### config.mk
export PLATFORM = sky130hd
export DESIGN_NAME = clock_page_replacement_flat
export DESIGN_NICKNAME = d
export VERILOG_FILES = /design/src/rtl/cpr_pkg.sv /design/src/rtl/cpr_req_if.sv /design/src/rtl/cpr_rsp_if.sv /design/src/rtl/cpr_cfg_if.sv /design/src/rtl/clock_page_replacement.sv /design/src/rtl/cpr_ctrl.sv /design/src/rtl/cpr_dp.sv /design/src/flat_wrapper.sv
export SDC_FILE = /design/constraint.sdc
export NUM_CORES = 1
export LEC_CHECK = 0
export BUFFER_PORTS_ARGS = -buffer_cell sky130_fd_sc_hd__buf_4
export CAP_MARGIN = 20
export CORE_MARGIN = 2
export CORE_UTILIZATION = 42
export CTS_CLUSTER_SIZE = 14
export DETAILED_ROUTE_END_ITERATION = 10
export HOLD_SLACK_MARGIN = 0.12
export SYNTH_ARGS = -nofsm -noshare
export SYNTH_HDL_FRONTEND = slang
export SYNTH_SLANG_ARGS = --single-unit
### constraint.sdc
create_clock -name i_clk -period 6.4 [get_ports i_clk]
set_clock_uncertainty 0.05 [all_clocks]
set_input_delay 1.28 -clock i_clk [delete_from_list [all_inputs] [get_ports i_clk]]
set_output_delay 1.28 -clock i_clk [all_outputs]
set_load 0.1 [all_outputs]
### src/rtl/cpr_pkg.sv
`timescale 1ns / 1ps
`default_nettype none

package cpr_pkg;

    // Build-time sizing
    localparam int MAX_FRAMES   = 8;
    localparam int PAGE_BITS    = 20;
    localparam int CFG_W        = 4;
    localparam int FRAMES_RESET = 8;
    localparam int FAULT_W      = 32;
    localparam int FRAME_IDX_W  = 3;

    // Hand / frame index width and active-count width
    localparam int FRAME_W = (MAX_FRAMES > 1) ? $clog2(MAX_FRAMES) : 1;
    localparam int CNT_W   = $clog2(MAX_FRAMES + 1);

    // Controller -> datapath commands
    typedef struct packed {
        logic load;    // capture request payload
        logic look;    // lookup, hit update or fault count
        logic sweep;   // one clock-hand step
        logic commit;  // load result register, clear table on last reference
    } t_cmd;

    // Datapath -> controller status
    typedef struct packed {
        logic hit;     // page found in an active frame
        logic victim;  // frame under the hand is empty or unreferenced
    } t_sts;

    // Frame count in effect: zero acts as one, clamp at the built maximum
    function automatic logic [CNT_W-1:0] active_frames(input logic [CFG_W-1:0] cfg);
        int c;
        c = int'(cfg);
        if (c == 0) c = 1;
        if (c > MAX_FRAMES) c = MAX_FRAMES;
        return CNT_W'(c);
    endfunction

    // Frame number onto the fixed-width result field
    function automatic logic [FRAME_IDX_W-1:0] to_frame_idx(input logic [FRAME_W-1:0] f);
        logic [FRAME_W+FRAME_IDX_W-1:0] w;
        w = {{FRAME_IDX_W{1'b0}}, f};
        return w[FRAME_IDX_W-1:0];
    endfunction

endpackage

`default_nettype wire

### src/rtl/cpr_req_if.sv
`timescale 1ns / 1ps
`default_nettype none

interface cpr_req_if
    import cpr_pkg::*;
();
    logic                 valid;
    logic                 ready;
    logic [PAGE_BITS-1:0] page_number;
    logic                 last_reference;

    modport source (output valid, output page_number, output last_reference, input ready);
    modport sink   (input valid, input page_number, input last_reference, output ready);
endinterface

`default_nettype wire

### src/rtl/cpr_rsp_if.sv
`timescale 1ns / 1ps
`default_nettype none

interface cpr_rsp_if
    import cpr_pkg::*;
();
    logic                   valid;
    logic                   ready;
    logic                   hit;
    logic [FRAME_IDX_W-1:0] frame_index;
    logic                   evicted_valid;
    logic [PAGE_BITS-1:0]   evicted_page;
    logic [FAULT_W-1:0]     fault_count;

    modport source (output valid, output hit, output frame_index, output evicted_valid,
                    output evicted_page, output fault_count, input ready);
    modport sink   (input valid, input hit, input frame_index, input evicted_valid,
                    input evicted_page, input fault_count, output ready);
endinterface

`default_nettype wire

### src/rtl/cpr_cfg_if.sv
`timescale 1ns / 1ps
`default_nettype none

interface cpr_cfg_if
    import cpr_pkg::*;
();
    logic             valid;
    logic             ready;
    logic [CFG_W-1:0] frames_in_use;

    modport source (output valid, output frames_in_use, input ready);
    modport sink   (input valid, input frames_in_use, output ready);
endinterface

`default_nettype wire

### src/rtl/clock_page_replacement.sv
// Sequence: a hit's result goes valid after the LOOK and DONE states that follow the
// request transaction; a fault's also passes through k = 1 .. N + 1 SWEEP clock-hand
// steps, N the active frame count (frames_in_use, zero as one, at most MAX_FRAMES).
// One reference at a time; sweep one frame per cycle; a waiting result stalls the next.
// Reset (synchronous, active low): all frames empty, reference bits, hand and fault
// count zero, frames_in_use 8; no clearing pass, requests taken at once.
`timescale 1ns / 1ps
`default_nettype none

module clock_page_replacement
    import cpr_pkg::*;
(
    input  wire       i_clk,
    input  wire       i_rst_n,
    cpr_req_if.sink   i_req,
    cpr_rsp_if.source o_rsp,
    cpr_cfg_if.sink   i_cfg
);

    t_cmd cmd;
    t_sts sts;

    // Sequencer
    cpr_ctrl u_ctrl (
        .i_clk       (i_clk),
        .i_rst_n     (i_rst_n),
        .i_req_valid (i_req.valid),
        .o_req_ready (i_req.ready),
        .o_rsp_valid (o_rsp.valid),
        .i_rsp_ready (o_rsp.ready),
        .i_sts       (sts),
        .o_cmd       (cmd)
    );

    // Frame table and result datapath
    cpr_dp u_dp (
        .i_clk            (i_clk),
        .i_rst_n          (i_rst_n),
        .i_cfg_valid      (i_cfg.valid),
        .o_cfg_ready      (i_cfg.ready),
        .i_cfg_frames     (i_cfg.frames_in_use),
        .i_page_number    (i_req.page_number),
        .i_last_reference (i_req.last_reference),
        .o_hit            (o_rsp.hit),
        .o_frame_index    (o_rsp.frame_index),
        .o_evicted_valid  (o_rsp.evicted_valid),
        .o_evicted_page   (o_rsp.evicted_page),
        .o_fault_count    (o_rsp.fault_count),
        .i_cmd            (cmd),
        .o_sts            (sts)
    );

endmodule

`default_nettype wire

### src/rtl/cpr_ctrl.sv
`timescale 1ns / 1ps
`default_nettype none

module cpr_ctrl
    import cpr_pkg::*;
(
    input  wire  i_clk,
    input  wire  i_rst_n,
    input  wire  i_req_valid,
    output logic o_req_ready,
    output logic o_rsp_valid,
    input  wire  i_rsp_ready,
    input  t_sts i_sts,
    output t_cmd o_cmd
);

    typedef enum logic [3:0] {
        S_IDLE  = 4'b0001,
        S_LOOK  = 4'b0010,
        S_SWEEP = 4'b0100,
        S_DONE  = 4'b1000
    } t_state;

    t_state r_state, n_state;
    logic   r_out_valid, n_out_valid;

    // Next state and commands
    always_comb begin
        n_state     = r_state;
        o_cmd       = '0;
        o_req_ready = 1'b0;
        n_out_valid = r_out_valid & ~i_rsp_ready;
        unique case (r_state)
            S_IDLE: begin
                o_req_ready = 1'b1;
                if (i_req_valid) begin
                    o_cmd.load = 1'b1;
                    n_state    = S_LOOK;
                end
            end
            S_LOOK: begin
                o_cmd.look = 1'b1;
                n_state    = i_sts.hit ? S_DONE : S_SWEEP;
            end
            S_SWEEP: begin
                o_cmd.sweep = 1'b1;
                if (i_sts.victim) n_state = S_DONE;
            end
            S_DONE: begin
                // result register free or draining this cycle
                if (!r_out_valid || i_rsp_ready) begin
                    o_cmd.commit = 1'b1;
                    n_out_valid  = 1'b1;
                    n_state      = S_IDLE;
                end
            end
            default: n_state = S_IDLE;
        endcase
    end

    always_ff @(posedge i_clk) begin
        if (!i_rst_n) begin
            r_state     <= S_IDLE;
            r_out_valid <= 1'b0;
        end else begin
            r_state     <= n_state;
            r_out_valid <= n_out_valid;
        end
    end

    assign o_rsp_valid = r_out_valid;

endmodule

`default_nettype wire

### src/rtl/cpr_dp.sv
`timescale 1ns / 1ps
`default_nettype none

module cpr_dp
    import cpr_pkg::*;
(
    input  wire                    i_clk,
    input  wire                    i_rst_n,
    // configuration
    input  wire                    i_cfg_valid,
    output logic                   o_cfg_ready,
    input  wire  [CFG_W-1:0]       i_cfg_frames,
    // request payload
    input  wire  [PAGE_BITS-1:0]   i_page_number,
    input  wire                    i_last_reference,
    // result payload
    output logic                   o_hit,
    output logic [FRAME_IDX_W-1:0] o_frame_index,
    output logic                   o_evicted_valid,
    output logic [PAGE_BITS-1:0]   o_evicted_page,
    output logic [FAULT_W-1:0]     o_fault_count,
    // control
    input  t_cmd                   i_cmd,
    output t_sts                   o_sts
);

    // Frame table
    logic [PAGE_BITS-1:0]  r_pages [MAX_FRAMES];
    logic [MAX_FRAMES-1:0] r_valid;
    logic [MAX_FRAMES-1:0] r_ref;
    logic [FRAME_W-1:0]    r_hand;
    logic [FAULT_W-1:0]    r_faults;
    logic [CFG_W-1:0]      r_frames;

    // Captured request
    logic [PAGE_BITS-1:0]  r_page;
    logic                  r_last;

    // Result being built
    logic                  r_res_hit;
    logic [FRAME_W-1:0]    r_res_frame;
    logic                  r_res_ev_valid;
    logic [PAGE_BITS-1:0]  r_res_ev_page;

    // Output register
    logic                   r_o_hit;
    logic [FRAME_IDX_W-1:0] r_o_frame;
    logic                   r_o_ev_valid;
    logic [PAGE_BITS-1:0]   r_o_ev_page;
    logic [FAULT_W-1:0]     r_o_faults;

    logic [CNT_W-1:0]   n_act;
    logic               hit;
    logic [FRAME_W-1:0] hit_idx;
    logic               victim;
    logic [CNT_W-1:0]   hand_inc;
    logic [FRAME_W-1:0] hand_adv;
    logic [FRAME_W-1:0] hand_start;

    assign n_act = active_frames(r_frames);

    // Parallel lookup over active frames, lowest match wins
    always_comb begin
        hit     = 1'b0;
        hit_idx = '0;
        for (int i = 0; i < MAX_FRAMES; i++) begin
            if (!hit && (CNT_W'(i) < n_act) && r_valid[i] && (r_pages[i] == r_page)) begin
                hit     = 1'b1;
                hit_idx = FRAME_W'(i);
            end
        end
    end

    // Hand arithmetic
    assign victim     = !r_valid[r_hand] || !r_ref[r_hand];
    assign hand_inc   = CNT_W'(r_hand) + 1'b1;
    assign hand_adv   = (hand_inc == n_act) ? '0 : hand_inc[FRAME_W-1:0];
    assign hand_start = (CNT_W'(r_hand) >= n_act) ? '0 : r_hand;

    assign o_sts.hit    = hit;
    assign o_sts.victim = victim;
    assign o_cfg_ready  = 1'b1;

    // Control state: valid/reference bits, hand, fault count, frame count
    always_ff @(posedge i_clk) begin
        if (!i_rst_n) begin
            r_valid  <= '0;
            r_ref    <= '0;
            r_hand   <= '0;
            r_faults <= '0;
            r_frames <= CFG_W'(FRAMES_RESET);
        end else begin
            if (i_cfg_valid) r_frames <= i_cfg_frames;
            if (i_cmd.look) begin
                if (hit) begin
                    r_ref[hit_idx] <= 1'b1;
                end else begin
                    if (r_faults != '1) r_faults <= r_faults + 1'b1;
                    r_hand <= hand_start;
                end
            end
            if (i_cmd.sweep) begin
                if (victim) begin
                    r_valid[r_hand] <= 1'b1;
                    r_ref[r_hand]   <= 1'b1;
                end else begin
                    r_ref[r_hand]   <= 1'b0;
                end
                r_hand <= hand_adv;
            end
            if (i_cmd.commit && r_last) begin
                r_valid  <= '0;
                r_ref    <= '0;
                r_hand   <= '0;
                r_faults <= '0;
            end
        end
    end

    // Payload registers
    always_ff @(posedge i_clk) begin
        if (i_cmd.load) begin
            r_page <= i_page_number;
            r_last <= i_last_reference;
        end
        if (i_cmd.look) begin
            r_res_hit      <= hit;
            r_res_frame    <= hit_idx;
            r_res_ev_valid <= 1'b0;
            r_res_ev_page  <= '0;
        end
        if (i_cmd.sweep && victim) begin
            r_pages[r_hand] <= r_page;
            r_res_frame     <= r_hand;
            r_res_ev_valid  <= r_valid[r_hand];
            r_res_ev_page   <= r_valid[r_hand] ? r_pages[r_hand] : '0;
        end
        if (i_cmd.commit) begin
            r_o_hit      <= r_res_hit;
            r_o_frame    <= to_frame_idx(r_res_frame);
            r_o_ev_valid <= r_res_ev_valid;
            r_o_ev_page  <= r_res_ev_page;
            r_o_faults   <= r_faults;
        end
    end

    assign o_hit           = r_o_hit;
    assign o_frame_index   = r_o_frame;
    assign o_evicted_valid = r_o_ev_valid;
    assign o_evicted_page  = r_o_ev_page;
    assign o_fault_count   = r_o_faults;

endmodule

`default_nettype wire

### src/flat_wrapper.sv
// flat-port wrapper written by rule: the top's interface ports become plain ports
module clock_page_replacement_flat import cpr_pkg::*;
  (i_clk, i_rst_n, i_req_valid, i_req_page_number, i_req_last_reference, i_req_ready, o_rsp_valid, o_rsp_hit, o_rsp_frame_index, o_rsp_evicted_valid, o_rsp_evicted_page, o_rsp_fault_count, o_rsp_ready, i_cfg_valid, i_cfg_frames_in_use, i_cfg_ready);
  cpr_req_if i_req_i ();
  cpr_rsp_if o_rsp_i ();
  cpr_cfg_if i_cfg_i ();
  input  wire i_clk;
  input  wire i_rst_n;
  input wire logic [$bits(i_req_i.valid)-1:0] i_req_valid;
  input wire logic [$bits(i_req_i.page_number)-1:0] i_req_page_number;
  input wire logic [$bits(i_req_i.last_reference)-1:0] i_req_last_reference;
  output wire logic [$bits(i_req_i.ready)-1:0] i_req_ready;
  output wire logic [$bits(o_rsp_i.valid)-1:0] o_rsp_valid;
  output wire logic [$bits(o_rsp_i.hit)-1:0] o_rsp_hit;
  output wire logic [$bits(o_rsp_i.frame_index)-1:0] o_rsp_frame_index;
  output wire logic [$bits(o_rsp_i.evicted_valid)-1:0] o_rsp_evicted_valid;
  output wire logic [$bits(o_rsp_i.evicted_page)-1:0] o_rsp_evicted_page;
  output wire logic [$bits(o_rsp_i.fault_count)-1:0] o_rsp_fault_count;
  input wire logic [$bits(o_rsp_i.ready)-1:0] o_rsp_ready;
  input wire logic [$bits(i_cfg_i.valid)-1:0] i_cfg_valid;
  input wire logic [$bits(i_cfg_i.frames_in_use)-1:0] i_cfg_frames_in_use;
  output wire logic [$bits(i_cfg_i.ready)-1:0] i_cfg_ready;
  assign i_req_i.valid = i_req_valid;
  assign i_req_i.page_number = i_req_page_number;
  assign i_req_i.last_reference = i_req_last_reference;
  assign i_req_ready = i_req_i.ready;
  assign o_rsp_valid = o_rsp_i.valid;
  assign o_rsp_hit = o_rsp_i.hit;
  assign o_rsp_frame_index = o_rsp_i.frame_index;
  assign o_rsp_evicted_valid = o_rsp_i.evicted_valid;
  assign o_rsp_evicted_page = o_rsp_i.evicted_page;
  assign o_rsp_fault_count = o_rsp_i.fault_count;
  assign o_rsp_i.ready = o_rsp_ready;
  assign i_cfg_i.valid = i_cfg_valid;
  assign i_cfg_i.frames_in_use = i_cfg_frames_in_use;
  assign i_cfg_ready = i_cfg_i.ready;
  clock_page_replacement u_core (.i_clk(i_clk), .i_rst_n(i_rst_n), .i_req(i_req_i), .o_rsp(o_rsp_i), .i_cfg(i_cfg_i));
endmodule
=== Word-level counts from Yosys, hierarchy flattened ===
Memory sizes are Yosys's and may differ from the RTL's. A register that Yosys moved wholly into a read port is not among the register bits.
Index checks and enable logic that the tools add are counted.

* Memories: 1
* Word-level logic and storage cells: 170
* Output and inout port bits: 60
* RAM bits: 160
* Flip-flop bits (word level): 163
* Bits in read-only memories: 0
* Latch bits: 0
* Bits of input ports: 30

{| class="wikitable"
|+ Memories
! name !! words !! bits a word !! rd ports !! clocked after memory_dff !! write ports !! RTL line !! RTL
|-
| u_core.u_dp.r_pages || 8 || 20 || 9 || 1 || 1 || cpr_dp.sv:28 || <nowiki>logic [PAGE_BITS-1:0] r_pages [MAX_FRAMES];</nowiki>
|}

* Add/sub/neg operators: 2
* Eq/ne operators: 18
* Multipliers: 0
* Shift operators: 0
* Order comparisons: 14
* Multiplexer cells: 60
* Bitwise operators: 9
* Reductions and logical operators: 48
* Divide/modulo/power cells: 0

{| class="wikitable"
|+ Operators with widths
! operator !! count
|-
| $eq A20 B20 Y1 || 8
|-
| $mux W20 || 3
|-
| $mux W3 || 15
|-
| $mux W8 || 5
|-
| $add A32 B1 Y32 const B || 1
|-
| $gt A32 B5 Y1 const B || 1
|-
| $ne A32 B32 Y1 const B || 1
|-
| $logic_and A1 B1 Y1 || 27
|-
| $mux W1 || 26
|-
| $mux W4 || 6
|-
| $or A8 B8 Y8 || 3
|-
| $lt A3 B4 Y1 const A || 4
|-
| $pmux W4 S4 || 1
|-
| $logic_not A1 Y1 || 10
|-
| $reduce_and A3 Y1 || 3
|-
| $and A8 B8 Y8 || 1
|-
| $lt A1 B4 Y1 const A || 2
|-
| $lt A2 B4 Y1 const A || 2
|-
| $lt A3 B4 Y1 const B || 2
|-
| $ne A2 B2 Y1 const B || 4
|-
| $not A8 Y8 || 1
|-
| $bmux W1 S3 || 2
|-
| $demux W1 S3 || 2
|-
| $ge A3 B1 Y1 const B || 2
|-
| 14 further kinds || 19
|}

=== Longest topological paths before layout ===
Gate-level depths: netlist of the first run.

* Depth after elaboration: 54
* Mapped depth: 11
* Gate-level depth less buffers: 10

=== Modules after synthesis ===
Synthesis of the first run repeated with hierarchy kept, for this count alone.

* Cell total of the unflattened synthesis: 1087
* Area, all modules: 14946.8 µm²

{| class="wikitable"
|+ Modules (own cells, without submodules)
! module !! cells each !! area each (µm²) !! instances
|-
| cpr_dp || 1057 || 14666.6 || 1
|-
| cpr_ctrl || 30 || 280.3 || 1
|}

=== Worst setup path before layout of the first run ===
No wires, ideal clock.

* Kind: input to register
* From: input port o_rsp_ready
* To: register u_core.u_dp.r_faults[11]
* Path buffers: 2
* Path slack: 1165 ps
* Data required time: 6218 ps
* Arrival: 5053 ps
* Cell stages on the path: 7
* Cell sequence: nor2b_1 -> nor2b_1 -> nand2_1 -> nand2_1 -> clkbuf_1 -> clkbuf_1 -> a21oi_1

{| class="wikitable"
|+ RTL lines
! item !! RTL line !! RTL
|-
| start, declared || flat_wrapper.sv:19 || <nowiki>input wire logic [$bits(o_rsp_i.ready)-1:0] o_rsp_ready;</nowiki>
|-
| end signal, assigned || cpr_dp.sv:98 || <nowiki>if (r_faults != '1) r_faults <= r_faults + 1'b1;</nowiki>
|-
| end, declared || cpr_dp.sv:32 || <nowiki>logic [FAULT_W-1:0] r_faults;</nowiki>
|}

=== Worst setup path after layout of the first run ===
* From: register u_core.u_dp.r_hand[1]
* To: register u_core.u_dp.r_res_ev_page[1] (enable)

* Cells in the longest elaborated chain, start to end: 6

{| class="wikitable"
|+ RTL lines
! item !! RTL line !! RTL
|-
| start, declared || cpr_dp.sv:31 || <nowiki>logic [FRAME_W-1:0] r_hand;</nowiki>
|-
| start signal, assigned || cpr_dp.sv:99 || <nowiki>r_hand <= hand_start;</nowiki>
|-
| start signal, assigned || cpr_dp.sv:109 || <nowiki>r_hand <= hand_adv;</nowiki>
|-
| $bmux W1 S3 || cpr_dp.sv:75 || <nowiki>assign victim = !r_valid[r_hand] || !r_ref[r_hand];</nowiki>
|-
| $mux W1 (implied by the code) || cpr_dp.sv:75 ||
|-
| $logic_not A1 Y1 || cpr_dp.sv:75 ||
|-
| $logic_or A1 B1 Y1 (*) || cpr_dp.sv:75 ||
|-
| $logic_and A1 B1 Y1 (*) || cpr_dp.sv:132 || <nowiki>if (i_cmd.sweep && victim) begin</nowiki>
|-
| $reduce_bool A2 Y1 (no source line) (*) || n/a ||
|-
| end signal, assigned || cpr_dp.sv:136 || <nowiki>r_res_ev_page <= r_valid[r_hand] ? r_pages[r_hand] : '0;</nowiki>
|-
| end, declared || cpr_dp.sv:43 || <nowiki>logic [PAGE_BITS-1:0] r_res_ev_page;</nowiki>
|}

Mark *: on every way between the ends. The rest lies on a longest branch, timed or not. The select of a mux whose other input is x is not followed.
A chain may end at the register's enable or synchronous reset.

==> results of run 1 <==
-- critical path, stage by stage, from the launching register on --
cell and delay, ps:
dfxtp_1 750, mux2_2 270, a22o_1 130, nand2_1 50, a31oi_1 720, nand2b_1 470, nand2_1 700
-- report_power, final --
group          switching, mW  total, mW  internal (mW)
sequential            0.0597       2.36           2.30
clock                  0.815       1.93           1.12
combinational          0.105      0.171         0.0662
-- metal layers --
layer / routed length, um / vias up / track usage [%]
met4: 1490 / 0 / 7.29
li1: - / 4468 / -
met1: 16800 / 4855 / 28.0
met3: 2330 / 86 / 3.39
met5: 0 / - / 0
met2: 18400 / 356 / 33.2
-- per-stage QoR --
stage | total power [mW] | instances | instance area, um2 | utilization [%] | hold WS (ps)
global route | 4.61 | 1695 | 17300 | 48.7 | 377
CTS | 4.50 | 1694 | 17300 | 48.7 | 368
detailed placement | 2.57 | 1629 | 16200 | 45.6 | 355
floorplan | 2.51 | 1122 | 15100 | - | 350
finish | 4.46 | 1695 | 17300 | 48.7 | 368
global placement | 2.57 | 1629 | 16200 | 45.6 | 355
-- final timing paths --
path	cells after the start	slack, ps	end	startpoint
setup / recovery	6	2760	u_core.u_dp.r_res_ev_page[1]$_SDFFCE_PN0P_	u_core.u_dp.r_hand[1]$_SDFFE_PP0N_
hold / removal	0	370	u_core.u_dp.o_evicted_page[2]$_DFFE_PP_	u_core.u_dp.r_res_ev_page[2]$_SDFFCE_PN0P_
setup reg to reg	6	2760	u_core.u_dp.r_res_ev_page[1]$_SDFFCE_PN0P_	u_core.u_dp.r_hand[1]$_SDFFE_PP0N_
hold reg to reg	0	370	u_core.u_dp.o_evicted_page[2]$_DFFE_PP_	u_core.u_dp.r_res_ev_page[2]$_SDFFCE_PN0P_
-- flip-flops by register name, indices dropped and copies added, names as in the netlist, 3 cells and up, named ones only --
name	flops
u_core.u_dp.r_faults	32
u_core.u_ctrl.r_state	4
u_core.u_dp.r_res_ev_page	20
u_core.u_dp.o_evicted_page	20
u_core.u_dp.r_valid	8
u_core.u_dp.r_res_frame	3
u_core.u_dp.r_page	20
u_core.u_dp.r_frames	4
u_core.u_dp.o_frame_index	3
u_core.u_dp.r_ref	8
u_core.u_dp.r_pages	160
u_core.u_dp.o_fault_count	32
u_core.u_dp.r_hand	3
-- cells by family after synthesis --
kind of cell | share of synthesized area [%]
and+or+nand+nor | 14.0
other | 0.0248
buffers and inverters | 2.68
xor gates and xnor gates | 9.63
DFF | 60.5
adders and majority gates | 0.413
muxes | 7.96
AOI/OAI and AO/OA | 4.76
-- layout make-up --
class | count | area, um2 | share of cell area [%]
clock inverters | 14 | 83.8 | 0.485
multi-input cells | 724 | 5610 | 32.5
flip-flops and latches | 326 | 9160 | 53.0
well taps | 461 | 577 | 3.34
inverters | 15 | 56.3 | 0.326
repair buffers | 104 | 778 | 4.50
clock buffers | 51 | 1020 | 5.90
-- placed cells by master (no fill, tap or decap), types with 6 or more instances in the layout --
| cell type | instances |
|---|---|
| a21oi_1 | 37 |
| and3_1 | 13 |
| buf_4 | 103 |
| clkbuf_1 | 11 |
| clkbuf_16 | 38 |
| clkinv_1 | 6 |
| clkinv_2 | 6 |
| dfxtp_1 | 61 |
| edfxtp_1 | 263 |
| inv_1 | 13 |
| mux2i_1 | 27 |
| mux4_2 | 40 |
| nand2_1 | 58 |
| nand2b_1 | 9 |
| nand3_1 | 29 |
| nand4_1 | 50 |
| nor2_1 | 76 |
| nor2b_1 | 7 |
| nor3_1 | 7 |
| nor4_1 | 37 |
| nor4b_1 | 10 |
| o211ai_1 | 7 |
| o21a_1 | 6 |
| o21ai_0 | 16 |
| o31ai_1 | 17 |
| or3_1 | 6 |
| or4_1 | 19 |
| xnor2_1 | 79 |
| xor2_1 | 80 |
==> qor.txt, run 1 <==
Die Ht -> 194 um
final worst setup slack -> 2760 ps
Via density -> 5.76
Synth Cell Area -> 0.0151 mm2
fin. max-slew vios -> 0
Final min period -> 3640 ps
ant diodes -> 0
Critical Path RT -> 6370 ps
# IOs -> 90
Mapped Nets -> 1157
asr flop ratio synth -> 0%
Starting Density -> 42.6%
worst slack, placed -> 2670 ps
placer congestion estimate -> 0.939
GRT Overall Usage -> 20.5%
Syn Inst Count -> 1122
sequential cell area fraction in the yosys report -> 60.5%
gr ovfl total -> 0
worst-path maximum fanout -> 24
period utilisation layout -> 56.8%
HP Class -> reg2reg
Buffers on Ports -> 88
htree depth -> 2
CTS root buf -> clkbuf_16
Die X -> 194 um
drt initial violations -> 938
peak supply drop -> 0.167 mV
drt pass-1 iters -> 5
Slew HR -> 31.3%
MaxCap Viol Count -> 0
DRT antenna net count -> 0
RSZ-0062 raised after global routing -> no
status -> completed
Num CTS Buffers -> 37
vias -> 9765
global-route wire length before repair -> 59.0 mm
Resized Gates After CTS -> 0
Main synth FF type -> edfxtp_1
Final Setup Violations -> 0
vias in the first global route -> 9436
initial antenna violation count -> 0
die area -> 0.0376 mm2
Yosys reg bits -> 326
clk_lat worst skew -> 520 ps
area grow syn2layout -> 14.3%
PD cells -> 258 mW/mm2
synth cell count leaders -> 263 x edfxtp_1, 80 x nor2_1, 80 x xor2_1
HPWL after detailed placement -> 27.6 mm
clock-pin slew of the registers on the worst-case setup and hold paths -> 60 ps
CTS tree -> yes
# rows -> 69
Max clock buf depth -> 3
Final Routed Wirelength -> 39.1 mm
leak pwr -> 5.57 nW
f_max -> 275 MHz
post-synth top area share -> 52.2%
Netlist cell types -> 72
Post-CTS Setup Inserts -> 0
# DRC -> 0
Yosys Warn Count -> 0
EDFF count, synth -> 263
CTS sink cnt -> 326
Worst-Margin Slew -> 1030 ps
Syn Area/Cell -> 13.5 um2
Data arrival, critical path -> 3610 ps
largest net degree at the start of global routing -> 59
DR WL/cell -> 23.0 um
Core ar. -> 0.0355 mm2
hold buffer count at cts -> 0
Setup Crit Path Kind -> reg2reg
final hold violation count -> 0
share of cells above drive strength 1 -> 18.5%
largest cells by area after synthesis -> edfxtp_1 52%, dfxtp_1 8.3%, mux4_2 6.0%
largest area contributor in the synthesized netlist -> edfxtp_1
setup TNS -> 0 ps
layout net count -> 1243
crit path capture type -> register
# fillers -> 3083
CP Launch Type -> register
count leader, synth -> edfxtp_1
Power figures use the tool's default switching activity.
==> run 2: changes to the inputs <==
==> constraint.sdc (replaced) <==
create_clock -name i_clk -period 3.7 [get_ports i_clk]
set_clock_uncertainty 0.05 [all_clocks]
set_input_delay 0.74 -clock i_clk [delete_from_list [all_inputs] [get_ports i_clk]]
set_output_delay 0.74 -clock i_clk [all_outputs]
set_load 0.1 [all_outputs]
==> run 2 against run 1 <==
Cell area grew 1.8%. First-iteration DRC count grew 2.2%. Critical path depth grew 2. Sequential share of layout area shrank 0.92 points. Count of clock-buffer cells in the layout shrank 8. Total power grew 80%. Global-route usage grew 2.1 points. Critical path type unchanged. Largest power group unchanged.
==> qor.txt, run 2 (synthesis results as in run 1) <==
status -> completed
Final Setup Violations -> 0
CP max-delay cell -> edfxtp_1
drt initial violations -> 959
clk_lat worst skew -> 540 ps
placer congestion estimate -> 1.01
setup TNS -> 0 ps
CP Launch Type -> register
layout net count -> 1267
global-route wire length before repair -> 62.9 mm
Final Routed Wirelength -> 42.8 mm
share of cells above drive strength 1 -> 20.9%
peak supply drop -> 0.317 mV
Worst-Margin Slew -> 972 ps
final worst setup slack -> 287 ps
crit path capture type -> register
die area -> 0.0376 mm2
hold buffer count at cts -> 0
Slew HR -> 35.2%
Reg2Reg Depth -> 8
largest reg by FF count -> u_core.u_dp.r_pages
Core ar. -> 0.0355 mm2
max reg flops -> 160
Post-CTS Setup Inserts -> 0
leak pwr -> 5.77 nW
gr ovfl total -> 0
commonest non-fill, non-tap cell in the layout -> edfxtp_1
GRT Overall Usage -> 22.6%
vias in the first global route -> 9496
HP Class -> in2reg
Starting Density -> 42.6%
Buffers on Ports -> 88
worst slack, placed -> 378 ps
period utilisation layout -> 92.2%
initial antenna violation count -> 0
# fillers -> 3079
CTS sink cnt -> 326
ant diodes -> 0
Layout Cells excl Fill -> 1721
Post-Place Cells -> 1654
htree depth -> 2
fin. max-slew vios -> 0
Num CTS Buffers -> 37
Die X -> 194 um
Via density -> 5.78
r2r setup slk -> 290 ps
DRT antenna net count -> 0
final hold violation count -> 0
Max clock buf depth -> 3
largest net degree at the start of global routing -> 58
# DRC -> 0
commonest non-fill, non-tap cells in the layout -> 263 x edfxtp_1, 126 x buf_4, 80 x xor2_1, 79 x xnor2_1, 76 x nor2_1
clock-pin slew of the registers on the worst-case setup and hold paths -> 70 ps
# IOs -> 90
f_max -> 293 MHz
# rows -> 69
worst r2r src -> u_core.u_dp.r_page[5]$_DFFE_PP_
Final min period -> 3410 ps
HPWL after detailed placement -> 31.1 mm
DR WL/cell -> 24.9 um
CTS tree -> yes
Resized Gates After CTS -> 0
max incr delay on CP -> 640 ps
drt pass-1 iters -> 5
Setup Crit Path Kind -> reg2reg
area grow syn2layout -> 16.3%
CP startpoint -> u_core.u_dp.r_page[5]$_DFFE_PP_
worst-path maximum fanout -> 34
CTS root buf -> clkbuf_16
Die Ht -> 194 um
RSZ-0062 raised after global routing -> no
MaxCap Viol Count -> 0
vias -> 9954
Data arrival, critical path -> 3780 ps
Critical Path RT -> 4070 ps
PD cells -> 458 mW/mm2
Cell Chain, Critical Path -> xnor2_1 -> nand4_1 -> nor4b_1 -> nand3_1 -> and4_4 -> nand3_4 -> o21ai_1 -> o31ai_1
[run 2: cell count changes in the layout (fill, tap and decap cells not counted), sizes merged]
cell	before	now
buf	104	128
bufinv	0	3
clkbuf	51	43
clkinv	13	15
inv	13	18
[run 2: report_power, final]
group / switching, mW / internal [mW] / total, mW / leakage [nW]
combinational: 0.231 / 0.124 / 0.356 / 2.24
sequential: 0.0799 / 3.98 / 4.06 / 2.94
clock: 1.53 / 2.11 / 3.64 / 0.590
total: 1.84 / 6.22 / 8.05 / 5.77
[run 2: per-stage QoR]
| stage | instance area [um2] | total power, mW | hold WS [ps] | utilization (%) |
|---|---|---|---|---|
| 6_report | 17600 | 8.05 | 326 | 49.6 |
| 5_1_grt | 17600 | 8.30 | 315 | 49.6 |
| 4_1_cts | 17600 | 8.12 | 303 | 49.6 |
| 3_5_place_dp | 16400 | 4.49 | 356 | 46.2 |
| 3_3_place_gp | 16400 | 4.49 | 352 | 46.2 |
| 2_1_floorplan | 15100 | 4.34 | 350 | - |
[run 2: worst min path at each step]
stage	start	to	slack, ps	cells past startpoint
after global routing	i_req_page_number[15]	u_core.u_dp.r_page[15]$_DFFE_PP_	310	1
after CTS	i_req_page_number[15]	u_core.u_dp.r_page[15]$_DFFE_PP_	300	1
after detailed placement	u_core.u_dp.r_res_ev_page[2]$_SDFFCE_PN0P_	u_core.u_dp.o_evicted_page[2]$_DFFE_PP_	360	0
final	i_req_page_number[15]	u_core.u_dp.r_page[15]$_DFFE_PP_	330	1
after floorplan	u_core.u_dp.r_res_ev_page[0]$_SDFFCE_PN0P_	u_core.u_dp.o_evicted_page[0]$_DFFE_PP_	350	0
after global placement	u_core.u_dp.r_res_ev_page[6]$_SDFFCE_PN0P_	u_core.u_dp.o_evicted_page[6]$_DFFE_PP_	350	0
[run 2: per-layer routing]
| layer | GRT usage (%) | wire, um |
|---|---|---|
| met1 | 31.1 | 18100 |
| met3 | 4.91 | 3790 |
| met5 | 0 | 0 |
| met2 | 35.7 | 19700 |
| met4 | 7.21 | 1230 |
[run 2: worst max-delay path: cells and delay by family, from the launching register on]
family	cells	cell delay, ps
AO/OA/AOI/OAI	2	470
XOR/XNOR	1	440
flip-flops	1	640
AND/OR/NAND/NOR	5	1690
[run 2: final cells by class]
type,count,area [um2],share of cell area (%)
clock buffers,43,968,5.50
clock inverters,24,229,1.30
inverters,15,56.3,0.320
multi-input cells,724,5620,31.9
flip-flops and latches,326,9160,52.1
well taps,461,577,3.28
repair buffers,128,986,5.60
